### config.mk
export PLATFORM = sky130hd
export DESIGN_NAME = int4_group_quantizer
export DESIGN_NICKNAME = d
export VERILOG_FILES = /design/src/hw/rtl/i4gq_pkg.sv /design/src/hw/rtl/i4gq_fdiv.sv /design/src/hw/rtl/int4_group_quantizer.sv
export SDC_FILE = /design/constraint.sdc
export NUM_CORES = 2
export LEC_CHECK = 0
export ABC_AREA = 0
export ABC_CLOCK_PERIOD_IN_PS = 4900
export BUFFER_PORTS_ARGS = -buffer_cell sky130_fd_sc_hd__buf_2
export CAP_MARGIN = 20
export CORE_MARGIN = 5
export CORE_UTILIZATION = 40
export DETAILED_ROUTE_END_ITERATION = 8
export PLACE_DENSITY = 0.68
export SKIP_CTS_REPAIR_TIMING = 1
export SYNTH_ARGS = -nofsm -noshare
export SYNTH_HDL_FRONTEND = slang
export SYNTH_SLANG_ARGS = --single-unit
### constraint.sdc
create_clock -name clk -period 4.9 [get_ports clk]
set_input_delay 0.98 -clock clk [delete_from_list [all_inputs] [get_ports clk]]
set_output_delay 0.98 -clock clk [all_outputs]
set_load 0.02 [all_outputs]
### src/hw/rtl/i4gq_pkg.sv
// Shared constants and types for the int4 group quantiser
`default_nettype none
package i4gq_pkg;
	localparam int GroupSize = 64;
	localparam int IdxW = $clog2(GroupSize);
	localparam int NBytes = (GroupSize + 1) / 2;
	localparam logic [31:0] ScaleFloor = 32'h322BCC77; // 1e-8f
	localparam logic [31:0] SevenF = 32'h40E00000;     // 7.0f

	// quantiser front end to output stage
	typedef struct packed {
		logic       valid;
		logic [7:0] byte_val;
		logic       last;
	} pack_req_t;
endpackage
`default_nettype wire

### src/hw/rtl/i4gq_fdiv.sv
// Iterative FP32 divider, one quotient bit per cycle, correctly rounded to nearest even
`default_nettype none
module i4gq_fdiv (
	input  wire logic        clk,
	input  wire logic        arst_n,
	input  wire logic        start,
	input  wire logic [31:0] a,
	input  wire logic [31:0] b,
	output logic             done,
	output logic [31:0] q
);
	logic        run_q;
	logic [4:0]  cnt_q;
	logic [25:0] rem_q;
	logic [24:0] den_q;
	logic [26:0] quo_q;
	logic        sgn_q, zero_q, inf_q, nan_q;
	logic [31:0] nan_bits_q;
	logic signed [10:0] exp_q;
	logic [25:0] rem_sh;
	logic        bit_now;

	// operand decode; subnormal dividends count as zero, finite divisors are normal
	logic [7:0] ea, eb;
	logic [23:0] ma, mb;
	logic        a_nan, a_inf, b_nan, b_inf;
	assign ea = a[30:23];
	assign eb = b[30:23];
	assign ma = {ea != 8'd0, a[22:0]};
	assign mb = {1'b1, b[22:0]};
	assign a_nan = (ea == 8'hFF) && (a[22:0] != 23'd0);
	assign a_inf = (ea == 8'hFF) && (a[22:0] == 23'd0);
	assign b_nan = (eb == 8'hFF) && (b[22:0] != 23'd0);
	assign b_inf = (eb == 8'hFF) && (b[22:0] == 23'd0);

	assign rem_sh  = {rem_q[24:0], 1'b0};
	assign bit_now = rem_sh >= {1'b0, den_q};

	always_ff @(posedge clk or negedge arst_n) begin
		if (!arst_n) begin
			run_q <= 1'b0;
			done  <= 1'b0;
			cnt_q <= '0;
		end else begin
			if (start) begin
				run_q <= 1'b1;
				cnt_q <= 5'd27;
				done  <= 1'b0;
			end else if (run_q) begin
				cnt_q <= cnt_q - 5'd1;
				run_q <= (cnt_q != 5'd1);
				done  <= (cnt_q == 5'd1);
			end else begin
				done <= 1'b0;
			end
		end
	end

	always_ff @(posedge clk) begin
		if (start) begin
			sgn_q  <= a[31] ^ b[31];
			zero_q <= (ea == 8'd0) || b_inf;
			nan_q  <= a_nan || b_nan || (a_inf && b_inf);
			inf_q  <= a_inf;
			den_q  <= {1'b0, mb};
			quo_q  <= '0;
			// NaN operands propagate quietened, otherwise the default NaN
			if (a_nan) begin
				nan_bits_q <= {a[31], 8'hFF, 1'b1, a[21:0]};
			end else if (b_nan) begin
				nan_bits_q <= {b[31], 8'hFF, 1'b1, b[21:0]};
			end else begin
				nan_bits_q <= 32'hFFC00000;
			end
			if (ma < mb) begin
				rem_q <= {1'b0, ma, 1'b0};
				exp_q <= $signed({3'b0, ea}) - $signed({3'b0, eb}) + 11'sd126;
			end else begin
				rem_q <= {2'b0, ma};
				exp_q <= $signed({3'b0, ea}) - $signed({3'b0, eb}) + 11'sd127;
			end
		end else if (run_q) begin
			if (cnt_q == 5'd27) begin
				// first bit: remainder already aligned
				quo_q <= {26'b0, 1'b1};
				rem_q <= rem_q - {1'b0, den_q};
			end else begin
				quo_q <= {quo_q[25:0], bit_now};
				rem_q <= bit_now ? rem_sh - {1'b0, den_q} : rem_sh;
			end
		end
	end

	// round to nearest even: quo_q holds 24 mantissa bits, guard and two lower bits; those and rem give sticky
	logic [23:0] mant;
	logic        grd, rnd, stk;
	logic [24:0] mr;
	logic signed [10:0] er;
	logic [31:0] norm;
	always_comb begin
		mant = quo_q[26:3];
		grd  = quo_q[2];
		rnd  = quo_q[1] | quo_q[0] | (rem_q != 0);
		stk  = rnd;
		mr   = {1'b0, mant} + {24'b0, grd & (stk | mant[0])};
		er   = exp_q;
		if (mr[24]) begin
			er = exp_q + 11'sd1;
		end
		if (er >= 11'sd255) begin
			norm = {sgn_q, 8'hFF, 23'b0};
		end else if (er <= 11'sd0) begin
			norm = {sgn_q, 31'b0}; // tiny, codes become 8 anyway
		end else begin
			norm = {sgn_q, er[7:0], mr[24] ? mr[23:1] : mr[22:0]};
		end
		if (nan_q) begin
			q = nan_bits_q;
		end else if (inf_q) begin
			q = {sgn_q, 8'hFF, 23'b0};
		end else if (zero_q) begin
			q = {sgn_q, 31'b0};
		end else begin
			q = norm;
		end
	end
endmodule
`default_nettype wire

### src/hw/rtl/int4_group_quantizer.sv
// Top level of the int4 group quantiser
// Weights are taken one per cycle, whenever busy is low, into a 64-entry group memory
// while the largest magnitude is tracked. On a group's last weight busy rises: the scale
// max/7 is formed by an iterative divider (a start, 27 quotient steps, then the result),
// then each of the 64 weights is read back and divided by the scale in the same divider,
// and busy falls once the last division is done. The 32 packed bytes appear one per strobe,
// in the cycle after each odd weight's division, the last one in the same cycle as busy
// falls; the receiver cannot hold them off.
`default_nettype none
module int4_group_quantizer (
	input  wire logic        clk,
	input  wire logic        arst_n,
	input  wire logic        start,
	output logic             busy,
	input  wire logic [15:0] weight_bf16,
	output logic             valid,
	output logic [7:0]       packed_byte,
	output logic [15:0]      group_scale,
	output logic             group_end
);
	localparam logic [1:0] StLoad = 2'd0, StScale = 2'd1, StRead = 2'd2, StDiv = 2'd3;
	localparam int IdxW = i4gq_pkg::IdxW;
	localparam logic [IdxW-1:0] LastIdx = IdxW'(i4gq_pkg::GroupSize - 1);

	logic [1:0]      st_q;
	logic [IdxW-1:0] fill_q, rd_q;
	logic [14:0]     max_q;
	logic [31:0]     scale_q;
	logic [3:0]      lo_q;
	logic            go_q;
	logic [15:0]     mem [i4gq_pkg::GroupSize];
	logic [15:0]     rdata_s1;

	logic        d_start, d_done;
	logic [31:0] d_a, d_b, d_q;
	i4gq_pkg::pack_req_t req;

	assign busy = (st_q != StLoad);

	// group memory, one write and one registered read
	always_ff @(posedge clk) begin
		if (start && !busy) begin
			mem[fill_q] <= weight_bf16;
		end
		rdata_s1 <= mem[rd_q];
	end

	// round half away from zero, offset and clamp on the quotient
	function automatic logic [3:0] code_of(input logic [31:0] f);
		logic [7:0] e;
		logic [3:0] m;
		logic [3:0] r;
		e = f[30:23];
		m = 4'd0;
		if (e == 8'hFF && f[22:0] != 0) begin
			return 4'd8;
		end
		// |q| >= 7.5 saturates
		if (e > 8'd129 || (e == 8'd129 && f[22:20] >= 3'b111)) begin
			return f[31] ? 4'd0 : 4'd15;
		end
		if (e < 8'd126) begin
			r = 4'd0;
		end else begin
			// value in [0.5,7.5): integer part plus half bit
			m = {1'b1, f[22:20]} >> (8'd129 - e);
			r = (m >> 1) + {3'b0, m[0]};
		end
		return f[31] ? 4'd8 - r : 4'd8 + r;
	endfunction

	assign d_start = go_q;
	assign d_a = (st_q == StScale) ? {1'b0, max_q, 16'b0} : {rdata_s1, 16'b0};
	assign d_b = (st_q == StScale) ? i4gq_pkg::SevenF : scale_q;

	i4gq_fdiv u_div (
		.clk(clk), .arst_n(arst_n), .start(d_start), .a(d_a), .b(d_b),
		.done(d_done), .q(d_q)
	);

	// a byte goes out after each odd element, and after a lone last even element
	always_comb begin
		req.last     = rd_q == LastIdx;
		req.valid    = (st_q == StDiv) && d_done && (rd_q[0] || req.last);
		req.byte_val = rd_q[0] ? {code_of(d_q), lo_q} : {4'd0, code_of(d_q)};
	end

	// control sequencer
	always_ff @(posedge clk or negedge arst_n) begin
		if (!arst_n) begin
			st_q   <= StLoad;
			fill_q <= '0;
			rd_q   <= '0;
			max_q  <= '0;
			go_q   <= 1'b0;
			valid  <= 1'b0;
		end else begin
			go_q  <= ((st_q == StLoad) && start && (fill_q == LastIdx)) || (st_q == StRead);
			valid <= req.valid;
			unique case (st_q)
				StLoad: begin
					if (start) begin
						if (weight_bf16[14:0] > max_q) max_q <= weight_bf16[14:0];
						if (fill_q == LastIdx) begin
							fill_q <= '0;
							st_q   <= StScale;
						end else begin
							fill_q <= fill_q + 1'b1;
						end
					end
				end
				StScale: begin
					if (d_done) begin
						rd_q <= '0;
						st_q <= StRead;
					end
				end
				StRead: begin
					st_q <= StDiv;
				end
				StDiv: begin
					if (d_done) begin
						rd_q <= rd_q + 1'b1;
						if (req.last) begin
							st_q  <= StLoad;
							max_q <= '0;
						end else begin
							st_q <= StRead;
						end
					end
				end
				default: st_q <= StLoad;
			endcase
		end
	end

	// payload registers
	always_ff @(posedge clk) begin
		if (st_q == StScale && d_done) begin
			scale_q <= (d_q[30:0] < i4gq_pkg::ScaleFloor[30:0]) ? i4gq_pkg::ScaleFloor : d_q;
		end
		if (st_q == StDiv && d_done && !rd_q[0]) begin
			lo_q <= code_of(d_q);
		end
		if (req.valid) begin
			packed_byte <= req.byte_val;
			group_end   <= req.last;
		end
	end
	assign group_scale = scale_q[31:16];

	a_no_out_idle: assert property (@(posedge clk) disable iff (!arst_n)
		valid |-> $past(st_q) == StDiv) else $error("output outside division");
	a_end_last: assert property (@(posedge clk) disable iff (!arst_n)
		(valid && group_end) |=> st_q == StLoad) else $error("group end misplaced");
endmodule
`default_nettype wire

==> flow_metrics.tcl <==
set metrics [dict create \
    wl_per_cell_um 24.1 \
    vdd_ir_drop_max_mv 0.340 \
    synth_cells 3557 \
    finalCritPeriodShare 0.979 \
    die_h_um 377 \
    leakagePower_nw 19.6 \
    hold_viol 0 \
    post-dp-hpwl_um 85500 \
    crit_required_ns 5.34 \
    hold_class "in -> async" \
    grt_max_degree 66 \
    ys_async_sr_fraction 0.0307 \
    finish.net_count 3829 \
    numClockSinks 1237 \
    die_w_um 377 \
    boundaryPins 46 \
    max_freq_ghz 0.208 \
    path_clk_slew_ns 0.07 \
    synth_commonest_cells "1156 x edfxtp_1, 217 x nand2_1, 214 x a21oi_1, 214 x mux2i_1, 184 x nor2_1" \
    start_util 0.403 \
    first_iter_violations 3586 \
    fill_cells 11495 \
    antenna_found_initial 19 \
    yosysTopAreaCellShare 0.644 \
    numCtsBuffers 121 \
    grt_pass1_vias 30957 \
    fin_ws_ns 0.103 \
    grt_setup_unrepaired "yes" \
    synth-edff-count 1156 \
    relSlewSlack 0.298 \
    coreArea_mm2 0.134 \
    setup_viol 0 \
    instances_no_fill 5589 \
    grt_pass1_wl_um 200000 \
    place_ws_ns -0.0111 \
    finalWirelength_um 135000 \
    ys_ff_latch 1237 \
    fin_crit_ns 4.80 \
    fin_skew_ns 0.0788 \
    ant_nets 0 \
    port_buffers 45 \
    grt_use_total 0.186 \
    clkLatencyLatePin_ns 0.77 \
    timing.critical_path.buf_inv 2 \
    path_delay_family "simple AND/OR/NAND/NOR gates" \
    p_per_area_mw_per_mm2 339 \
    total_power_mw 20.7 \
    slowest_delay_ns 0.42 \
    yosysMostFrequentCell "edfxtp_1" \
    synth_cell_type_count 86 \
    slowest_stage "a2111oi_4" \
    grt_overflow 0 \
    yosys_warnings 0 \
    yosysSeqAreaShare 0.677 \
    tightest_slew_ns 1.05 \
    row_count 134 \
    outcome "complete, no violations" \
    clk_root_buffer_cell "clkbuf_16" \
    cp_cell_sequence "and2_1, ha_2, and4_4, and4_4, buf_6, nand4b_4, mux2i_2, a31oi_2, nor2_2, ha_4, nand2_2, inv_2, nand4_1, a2111oi_4, nand2_1, nor2_1, ha_2, ha_4, nor2_1, o21ai_0, a221oi_1, a211o_1, a21boi_1, a41oi_1" \
    multi_input_area_mm2 0.0164 \
    startpoint_type "flip-flop" \
    yosysTopAreaCell "edfxtp_1" \
    die_area_mm2 0.142 \
    synth_nets 3669 \
    drtPass1Iterations 5 \
    syn2layout_area_growth_pct 13.4 \
    synth_area_leaders "edfxtp_1 64%, mux4_2 6.0%, mux2i_1 4.0%" \
    tritoncts "built" \
    syn_area_per_cell_um2 15.2 \
    cap_violations 0 \
    drc 0 \
    num_vias 31783 \
    synth_ff_type "edfxtp_1" \
    drive_gt1_frac 0.178 \
    path_class "reg -> reg" \
    clock_path_buffers 3 \
    gp_congestion 0.890 \
    numPlacedInstances 5354 \
    end_kind "flip-flop" \
    maxSlewViolCount 0 \
    place_area_mm2 0.0571 \
    regArea_mm2 0.0365 \
    stdcell_area_mm2 0.0611 \
    path_max_fanout 4 \
    syn_area_mm2 0.0539 \
    htree_num_levels 3 \
    arrival_ns 5.23 \
    hold-worst-slack_ns 0.0726 \
    viasPerCell 5.69 \
]
-- final timing paths --
check                                              startpoint                         to  slack [ns]  depth (start not counted)
min in group clk           u_div.nan_bits_q[15]$_SDFFCE_PP0P_  scale_q[15]$_SDFFCE_PN1P_        0.52                          2
max reg2reg                       u_div.quo_q[3]$_SDFFE_PP0P_   packed_byte[3]$_DFFE_PP_        0.10                         24
max                               u_div.quo_q[3]$_SDFFE_PP0P_   packed_byte[3]$_DFFE_PP_        0.10                         24
min                                                    arst_n      fill_q[4]$_DFFE_PN0P_        0.07                          1
min reg2reg                u_div.nan_bits_q[15]$_SDFFCE_PP0P_  scale_q[15]$_SDFFCE_PN1P_        0.52                          2
max in group asynchronous                              arst_n        rd_q[1]$_DFFE_PN0P_        4.27                          2
-- area by class of cell --
class / count / area share
Tap cell: 1768 / 0.0362
Clock buffer: 163 / 0.0541
Clock inverter: 59 / 0.00868
Sequential cell: 1237 / 0.598
Multi-Input combinational cell: 2028 / 0.268
Timing Repair Buffer: 242 / 0.0302
Inverter: 87 / 0.00534
Antenna cell: 5 / 0.000205
-- flip-flops by register name, summed over array words and instances, names as in the netlist, 8 cells and up --
name,count
u_div.nan_bits_q,23
u_div.rem_q,26
scale_q,32
u_div.den_q,23
max_q,15
u_div.quo_q,27
mem,1024
packed_byte,8
u_div.exp_q,11
rdata_s1,16
-- where the power goes --
| part | switching [mW] | total [mW] | leakage (nW) | internal (mW) |
|---|---|---|---|---|
| Combinational | 0.185 | 0.210 | 6.72 | 0.0254 |
| Clock | 3.96 | 8.97 | 1.87 | 5.00 |
| Sequential | 0 | 11.5 | 11.0 | 11.5 |
-- metal layers --
metal,up-vias,GRT usage,part of all wire
met3,222,0.0471,0.089
met4,10,0.0534,0.029
li1,14304,-,-
met2,1215,0.296,0.47
met5,-,0,0.00059
met1,16032,0.255,0.42
-- metrics by stage --
| step | util | setup TNS [ns] |
|---|---|---|
| finish | 0.458 | 0 |
| global route | 0.457 | -0.570 |
| global placement | 0.427 | -0.0235 |
| CTS | 0.456 | -0.0905 |
| floorplan | - | 0 |
| detailed placement | 0.427 | -0.0111 |
-- layout by cell type (no fill, tap or decap), drive strengths merged, types with 30 or more instances in the layout --
cell	n
inv	89
ha	90
dfrtp	38
nand2	217
a211oi	31
mux4	144
nor2	184
nand3	54
xor2	39
o21ai	129
dfxtp	43
buf	242
o221ai	65
nand4	31
o22ai	68
xnor2	48
nor2b	34
a21oi	215
clkbuf	163
nor3	31
nand2b	30
a22o	46
mux2	68
clkinv	49
edfxtp	1156
mux2i	215
-- logic make-up (layout without fill, tap and decap cells) --
logic type / count (synthesis) / in the layout / share of synthesized area
AOI/OAI and AO/OA: 709 / 709 / 0.0858
buffers and inverters: 292 / 551 / 0.0220
muxes: 427 / 427 / 0.114
DFF: 1237 / 1237 / 0.677
other: 0 / 5 / 0
and+or+nand+nor: 712 / 712 / 0.0641
xor gates and xnor gates: 87 / 87 / 0.0141
adders and majority gates: 93 / 93 / 0.0220
Power figures use the tool's default switching activity.
